--- src/rtl/tdpi_pkg.sv ---
// ----------------------------------------------------------------------------
// tdpi_pkg: shared types and constants
// Operation and status codes, default table depth, command queue entry.
// ----------------------------------------------------------------------------
package tdpi_pkg;

  localparam int unsigned TableDepthDefault = 64;
  localparam int unsigned TimeW  = 32;
  localparam int unsigned DelayW = 16;

  localparam logic [1:0] OP_TICK  = 2'd0;
  localparam logic [1:0] OP_LOAD  = 2'd1;
  localparam logic [1:0] OP_CLEAR = 2'd2;
  localparam logic [1:0] OP_NOP   = 2'd3;

  localparam logic [1:0] ST_OK    = 2'd0;
  localparam logic [1:0] ST_EMPTY = 2'd1;
  localparam logic [1:0] ST_ORDER = 2'd2;
  localparam logic [1:0] ST_FULL  = 2'd3;

  typedef struct packed {
    logic [1:0]        op;
    logic [TimeW-1:0]  entry_time;
    logic [DelayW-1:0] entry_delay;
  } cmd_t;

endpackage

--- src/rtl/tdpi_if.sv ---
// ----------------------------------------------------------------------------
// tdpi_in_if / tdpi_out_if / tdpi_cfg_if: valid/ready channels
// One interface per channel kind, each with source and sink modports.
// ----------------------------------------------------------------------------
interface tdpi_in_if;
  logic        valid;
  logic        ready;
  logic [1:0]  op;
  logic [31:0] entry_time;
  logic [15:0] entry_delay;
  modport source (output valid, output op, output entry_time, output entry_delay,
                  input ready);
  modport sink (input valid, input op, input entry_time, input entry_delay,
                output ready);
endinterface


--- src/rtl/tdpi_front.sv ---
// ----------------------------------------------------------------------------
// tdpi_front: input stage and command queue
// Accept input beats into a two-entry queue drained by the engine.
// ----------------------------------------------------------------------------
module tdpi_front
  import tdpi_pkg::*;
(
  input  logic         clk,
  input  logic         rst_n,
  tdpi_in_if.sink      in_ch,
  output logic         cmd_valid,
  output cmd_t         cmd,
  input  logic         cmd_take
);
  cmd_t       q_r [2];
  logic [1:0] cnt_r, cnt_nxt;
  logic       rd_r, wr_r;
  logic       push;

  assign in_ch.ready = (cnt_r != 2'd2);
  assign push        = in_ch.valid && in_ch.ready;
  assign cmd_valid   = (cnt_r != 2'd0);
  assign cmd         = q_r[rd_r];

  always_comb begin
    cnt_nxt = cnt_r + {1'b0, push} - {1'b0, cmd_take};
  end

  always_ff @(posedge clk) begin
    if (!rst_n) begin
      cnt_r <= '0;
      rd_r  <= 1'b0;
      wr_r  <= 1'b0;
    end else begin
      cnt_r <= cnt_nxt;
      if (push) wr_r <= ~wr_r;
      if (cmd_take) rd_r <= ~rd_r;
    end
    if (push) begin
      q_r[wr_r] <= '{op: in_ch.op, entry_time: in_ch.entry_time,
                     entry_delay: in_ch.entry_delay};
    end
  end

  a_take_nonempty: assert property (@(posedge clk) disable iff (!rst_n)
    cmd_take |-> cmd_valid) else $error("take from empty queue");
  a_cnt_range: assert property (@(posedge clk) disable iff (!rst_n)
    cnt_r != 2'd3) else $error("queue count overflow");
  a_full_noready: assert property (@(posedge clk) disable iff (!rst_n)
    cnt_r == 2'd2 |-> !in_ch.ready) else $error("ready while full");
endmodule

--- src/flat_wrapper.sv ---
// flat-port wrapper written by rule: the top's interface ports become plain ports
module tdpi_front_flat import tdpi_pkg::*;
  (clk, rst_n, cmd_valid, cmd, cmd_take, in_ch_valid, in_ch_op, in_ch_entry_time, in_ch_entry_delay, in_ch_ready);
  tdpi_in_if in_ch_i ();
  input  logic clk;
  input  logic rst_n;
  output logic cmd_valid;
  output cmd_t cmd;
  input  logic cmd_take;
  input wire logic [$bits(in_ch_i.valid)-1:0] in_ch_valid;
  input wire logic [$bits(in_ch_i.op)-1:0] in_ch_op;
  input wire logic [$bits(in_ch_i.entry_time)-1:0] in_ch_entry_time;
  input wire logic [$bits(in_ch_i.entry_delay)-1:0] in_ch_entry_delay;
  output wire logic [$bits(in_ch_i.ready)-1:0] in_ch_ready;
  assign in_ch_i.valid = in_ch_valid;
  assign in_ch_i.op = in_ch_op;
  assign in_ch_i.entry_time = in_ch_entry_time;
  assign in_ch_i.entry_delay = in_ch_entry_delay;
  assign in_ch_ready = in_ch_i.ready;
  tdpi_front u_core (.clk(clk), .rst_n(rst_n), .in_ch(in_ch_i), .cmd_valid(cmd_valid), .cmd(cmd), .cmd_take(cmd_take));
endmodule
--- config.mk ---
export PLATFORM = sky130hd
export DESIGN_NAME = tdpi_front_flat
export DESIGN_NICKNAME = d
export VERILOG_FILES = /design/src/rtl/tdpi_pkg.sv /design/src/rtl/tdpi_if.sv /design/src/rtl/tdpi_front.sv /design/src/flat_wrapper.sv
export SDC_FILE = /design/constraint.sdc
export NUM_CORES = 1
export LEC_CHECK = 0
export ABC_CLOCK_PERIOD_IN_PS = 2300
export BUFFER_PORTS_ARGS = -buffer_cell sky130_fd_sc_hd__buf_2
export CORE_MARGIN = 1
export CORE_UTILIZATION = 47
export DETAILED_ROUTE_END_ITERATION = 16
export MAX_ROUTING_LAYER = met4
export PLACE_DENSITY_LB_ADDON = 0.12
export SLEW_MARGIN = 15
export SYNTH_ARGS = -nofsm -noshare
export SYNTH_HDL_FRONTEND = slang
export SYNTH_SLANG_ARGS = --single-unit
--- constraint.sdc ---
create_clock -name clk -period 2.3 [get_ports clk]
set_clock_uncertainty 0.2 [all_clocks]
set_input_delay 0.23 -clock clk [delete_from_list [all_inputs] [get_ports clk]]
set_output_delay 0.23 -clock clk [all_outputs]
set_load 0.005 [all_outputs]
==> flow_summary.toml, run 1 <==
[clocking]
clk_latency_ns = 0.34
cts_buffer_depth = 2
clkTransAtPathRegs_ns = 0.09
cts-root-buf = "clkbuf_8"
tritoncts = "built"
cts.htree.levels = 3
cts_sinks = 105
cts_setup_buffers = 0
cts_buffers = 9

[timing]
fin_crit_ns = 1.96
drv_slew = 0
worst_slew_pin_slew_ns = 0.387
finalSetupViolations = 0
fin_setup_tns_ns = 0
max-slew-margin-rel = 0.742
fmax_mhz = 511
finalCritPeriodShare = 0.850
rsz0062_at_grt = "no"
setup_ws_ns = 0.344
final-hold-violation-count = 0

[critical_path]
reg2reg_from = "u_core.cnt_r[0]"
reg2reg_to = "u_core.cnt_r[1]"
reg2reg_depth = 5
path_delay_family = "buffers and inverters"
cp-end-kind = "primary output"
path_class = "reg -> out"
r2r_setup_slack_ns = 0.68
cp-start-kind = "flop"
cp_slowest_stage_delay_ns = 0.36
crit_cells = 3
cp.arrival_ns = 1.53
crit_buf_inv = 2
path_max_fanout = 50
cp_cell_sequence = "buf_12 -> mux2_4 -> buf_2"
slowest_stage = "dfxtp_4"
required_ns = 1.87

[synth]
synth_seq_cells = 105
netlist_area_um2 = 4120
synth_cell_types = 22
ys_seq_area_frac = 0.753
synth_top_area_share = 0.728
syn_nets = 237
synth_cells = 182
yosys.area.top_type = "edfxtp_1"
syn_area_per_cell_um2 = 22.7
post_synth_main_area_contributors = "edfxtp_1 (73%), mux2_4 (18%), buf_12 (2.4%), dfxtp_1 (2.4%), mux2i_1 (0.49%)"
yosys_warnings = 0

[power_and_ir_drop]
p_leak_nw = 2.17
powerDensity_nw_per_um2 = 742
ir_drop_v = 0.000470
p_total_w = 0.00402

[global_route]
overflow = 0
antenna_found_initial = 0
groute.usage.overall = 0.155
grt_pass1_wl_mm = 10.1
grt_pass1_vias = 2161
grt_max_degree = 51

[floorplan]
rows = 33
die_y_um = 95.7
start_util = 0.494
io_pins = 106
die_x_um = 95.7
core_area_um2 = 8340
die_area_um2 = 9150

[detailed_routing]
vias_per_cell = 4.68
routed_wl_mm = 6.61
drt_iter0_drc = 63
wl_per_cell_um = 14.5
drc_errors = 0
dr.pass1.iters = 4
num_vias = 2139
antenna_left = 0

[placed_design]
hpwl_mm = 4.13
place.port_buffers = 105
pre_cts_ws_ns = 0.684
gp_congestion = 0.649

[final_layout]
layout.nets = 403
multi_input_area_um2 = 902
drive_gt1_frac = 0.517
synthToLayoutAreaGrowth_pct = 31.4
regArea_um2 = 3110
diodes = 0
fillers = 611

[outcome]
status = "finished, final reports clean"

[hold_path]
hold_class = "in -> reg"
hold_start = "in_ch_valid"
holdPathEnd = "u_core.wr_r"
whs_path_depth = 3

[run]
max_cap_violations = 0
## stage by stage
step | instances | hold WS [ns] | utilization | instance area (µm²)
6_report | 457 | 0.0371 | 0.650 | 5420
5_1_grt | 457 | 0.0293 | 0.650 | 5420
4_1_cts | 457 | 0.0113 | 0.650 | 5420
3_5_place_dp | 391 | 0.221 | 0.566 | 4720
3_3_place_gp | 391 | 0.218 | 0.566 | 4720
2_1_floorplan | 182 | 0.129 | - | 4120
## worst max path at each step
stage | slack (ns) | from | end
2_1_floorplan | 0.10 | u_core.cnt_r[0] | u_core.q_r[0][0]
6_report | 0.34 | flop | cmd[41]
3_3_place_gp | 0.70 | flop | cmd[26]
4_1_cts | 0.32 | flop | cmd[44]
5_1_grt | 0.28 | flop | cmd[10]
3_5_place_dp | 0.68 | u_core.cnt_r[0] | u_core.q_r[0][40]
## repair_timing
action | 4_1_cts | 5_1_grt
hold buffers | 51 | 0
endpoints found under the hold margin | 105 | 0
resized for setup | 0 | 0
## kinds of logic after synthesis
kind of cell | share of synthesized area
simple gates | 0.0182
mux | 0.187
xor+xnor | 0.00212
compound gates | 0.00819
fa+ha+maj | 0.00303
buf+inv | 0.0288
flops | 0.753
## power breakdown
part,leakage (nW),switching [W],internal [W],total (W)
Clock,0.0844,0.000571,0.000496,0.00107
Sequential,0.973,0.0000393,0.00226,0.00230
Combinational,1.11,0.000270,0.000384,0.000653
## layout by cell type, fill, tap and decap left out, drive strengths merged, types with 2 or more instances in the layout
| master | n |
|---|---|
| dfxtp | 5 |
| inv | 2 |
| clkinvlp | 3 |
| and3 | 2 |
| mux2 | 50 |
| mux2i | 2 |
| nand2b | 2 |
| dlygate4sd3 | 51 |
| edfxtp | 100 |
| and2 | 2 |
| clkbuf | 10 |
| buf | 110 |
| nand2 | 2 |
## area by class of cell
cell class	count	share of cell area
multi-input cells	69	0.166
clock inverters	5	0.0106
inverters	2	0.00139
well taps	105	0.0242
clock buffers	10	0.0236
repair buffers	161	0.200
flip-flops and latches	105	0.573
## Yosys cell counts
cell      count
edfxtp_1    100
mux2_4       50
buf_12        5
dfxtp_1       5
and2_1        2
inv_1         2
mux2i_1       2
nand2_1       2
a21bo_2       1
a21boi_2      1
a21oi_1       1
and2b_1       1
and3_1        1
and3_2        1
buf_6         1
ha_1          1
nand2b_1      1
nand2b_4      1
nand3b_1      1
o21a_1        1
or2_2         1
xor2_1        1
## sequential cells by signal, summed over array words and instances (netlist names), named ones only
signal	cells
u_core.q_r	100
u_core.cnt_r	2
u_core.rd_r	1
u_core.wr_r	1
## layer usage
| metal | vias to the layer above | GRT usage | share of wire |
|---|---|---|---|
| met5 | - | - | 0 |
| met4 | 0 | 0.0373 | 0.0086 |
| met3 | 5 | 0.0534 | 0.071 |
| met2 | 67 | 0.262 | 0.50 |
| met1 | 1033 | 0.178 | 0.42 |
| li1 | 1034 | - | - |
## tightest hold or removal path, delay by kind of cell
kind / cells / cell delay (ns)
AOI/OAI and AO/OA: 2 / 0.18
buffers and inverters: 1 / 0.13
Note: power is estimated with default switching activity, not from simulation.
==> run 2: changes to the inputs <==
CTS_CLUSTER_SIZE = 12   (was default)
RECOVER_POWER = 25   (was default)
REMOVE_ABC_BUFFERS = 1   (was default)
==> run 2 against run 1 <==
  * Setup slack got worse by 0.16 ns
  * Routed wire length grew 2.8%
  * Utilization up 0.63 points
  * Critical endpoint is now cmd[4]
==> flow_summary.toml, run 2 (synthesis results as in run 1) <==
[placed_design]
gp_congestion = 0.768
place.port_buffers = 105
place_inst = 393
pre_cts_ws_ns = 0.567
place_area_um2 = 4790
hpwl_mm = 4.29

[final_layout]
largest_registers = "u_core.q_r (100), u_core.cnt_r (2)"
stdcell_area_um2 = 5470
final_util = 0.656
fin_cells = 460
fillers = 607
final_cell_mix = "edfxtp_1 (100), buf_2 (92), dlygate4sd3_1 (51)"
top_register = "u_core.q_r"
drive_gt1_frac = 0.482
synthToLayoutAreaGrowth_pct = 32.7
largest_register_ffs = 100
multi_input_area_um2 = 902
final_common_cell = "edfxtp_1"
layout.nets = 405
diodes = 0
regArea_um2 = 3110

[clocking]
cts_sinks = 105
cts.htree.levels = 3
clkTransAtPathRegs_ns = 0.09
clk_latency_ns = 0.34
tritoncts = "built"
cts-root-buf = "clkbuf_8"
cts_setup_buffers = 0
cts_resized = 0
cts_buffers = 9
cts_buffer_depth = 2

[hold_path]
hold_start = "cmd_take"
hold_class = "in -> reg"

[critical_path]
slowest_stage = "dfxtp_4"
reg2reg_from = "u_core.cnt_r[0]"
path_max_fanout = 17
required_ns = 1.87
cp-end-kind = "primary output"
cp_slowest_stage_delay_ns = 0.57
cp.arrival_ns = 1.68
path_class = "reg -> out"
cp_cell_sequence = "buf_4 -> mux2_4 -> buf_2"
cp-start-kind = "flop"

[detailed_routing]
num_vias = 2156
drt_iter0_drc = 72
routed_wl_mm = 6.79
dr.pass1.iters = 4
antenna_left = 0
vias_per_cell = 4.69
drc_errors = 0
wl_per_cell_um = 14.8

[floorplan]
io_pins = 106
rows = 33
die_y_um = 95.7
die_x_um = 95.7
die_area_um2 = 9150
start_util = 0.494
core_area_um2 = 8340

[timing]
fin_crit_ns = 2.11
finalSetupViolations = 0
worst_slew_pin_slew_ns = 0.361
setup_ws_ns = 0.186
rsz0062_at_grt = "no"
final-hold-violation-count = 0
finalCritPeriodShare = 0.919
drv_slew = 0
max-slew-margin-rel = 0.759
fmax_mhz = 473

[global_route]
groute.usage.overall = 0.159
antenna_found_initial = 0
grt_pass1_wl_mm = 10.2
overflow = 0
grt_max_degree = 25
grt_pass1_vias = 2197

[power_and_ir_drop]
p_leak_nw = 2.16
ir_drop_v = 0.000413
powerDensity_nw_per_um2 = 742

[outcome]
status = "finished, final reports clean"

[run]
max_cap_violations = 0
-- run 2: layout make-up --
class,instances,area share
well taps,105,0.0240
flip-flops and latches,105,0.568
inverters,2,0.00137
multi-input cells,69,0.165
clock buffers,11,0.0240
repair buffers,163,0.208
clock inverters,5,0.0103
-- run 2: final timing paths --
check	endpoint	depth (start not counted)	slack, ns
max	cmd[4]	3	0.19
min	flop	3	0.02
max reg2reg	u_core.q_r[1][26]	3	0.59
min reg2reg	flop	2	0.38
-- run 2: per-stage QoR --
| stage | hold WS (ns) | power, W | TNS [ns] |
|---|---|---|---|
| after floorplan | 0.129 | 0.00271 | -29.43 |
| after global placement | 0.217 | 0.00296 | 0 |
| after detailed placement | 0.221 | 0.00297 | 0 |
| after CTS | 0.00459 | 0.00411 | 0 |
| after global routing | 0.0307 | 0.00422 | 0 |
| final | 0.0192 | 0.00406 | 0 |
-- run 2: where the power goes --
part / internal, W / switching, W
combinational: 0.000403 / 0.000263
sequential: 0.00226 / 0.0000551
clock: 0.000501 / 0.000576
total: 0.00317 / 0.000894
-- run 2: layer usage --
metal	GRT usage	routed length, µm
met3	0.0287	285
met1	0.188	2980
met5	-	0
met4	0.0709	62
met2	0.267	3470
-- run 2: worst max-delay path, delay by kind of cell, from the launching register on --
family,cells,cell delay (ns)
flip-flops,1,0.57
buffers and inverters,2,0.43
multiplexers,1,0.33
-- run 2: what timing repair did --
| action | in CTS | in global routing |
|---|---|---|
| hold endpoints to repair | 105 | 0 |
| setup endpoints to repair | 0 | 0 |
| hold buffers | 51 | 0 |
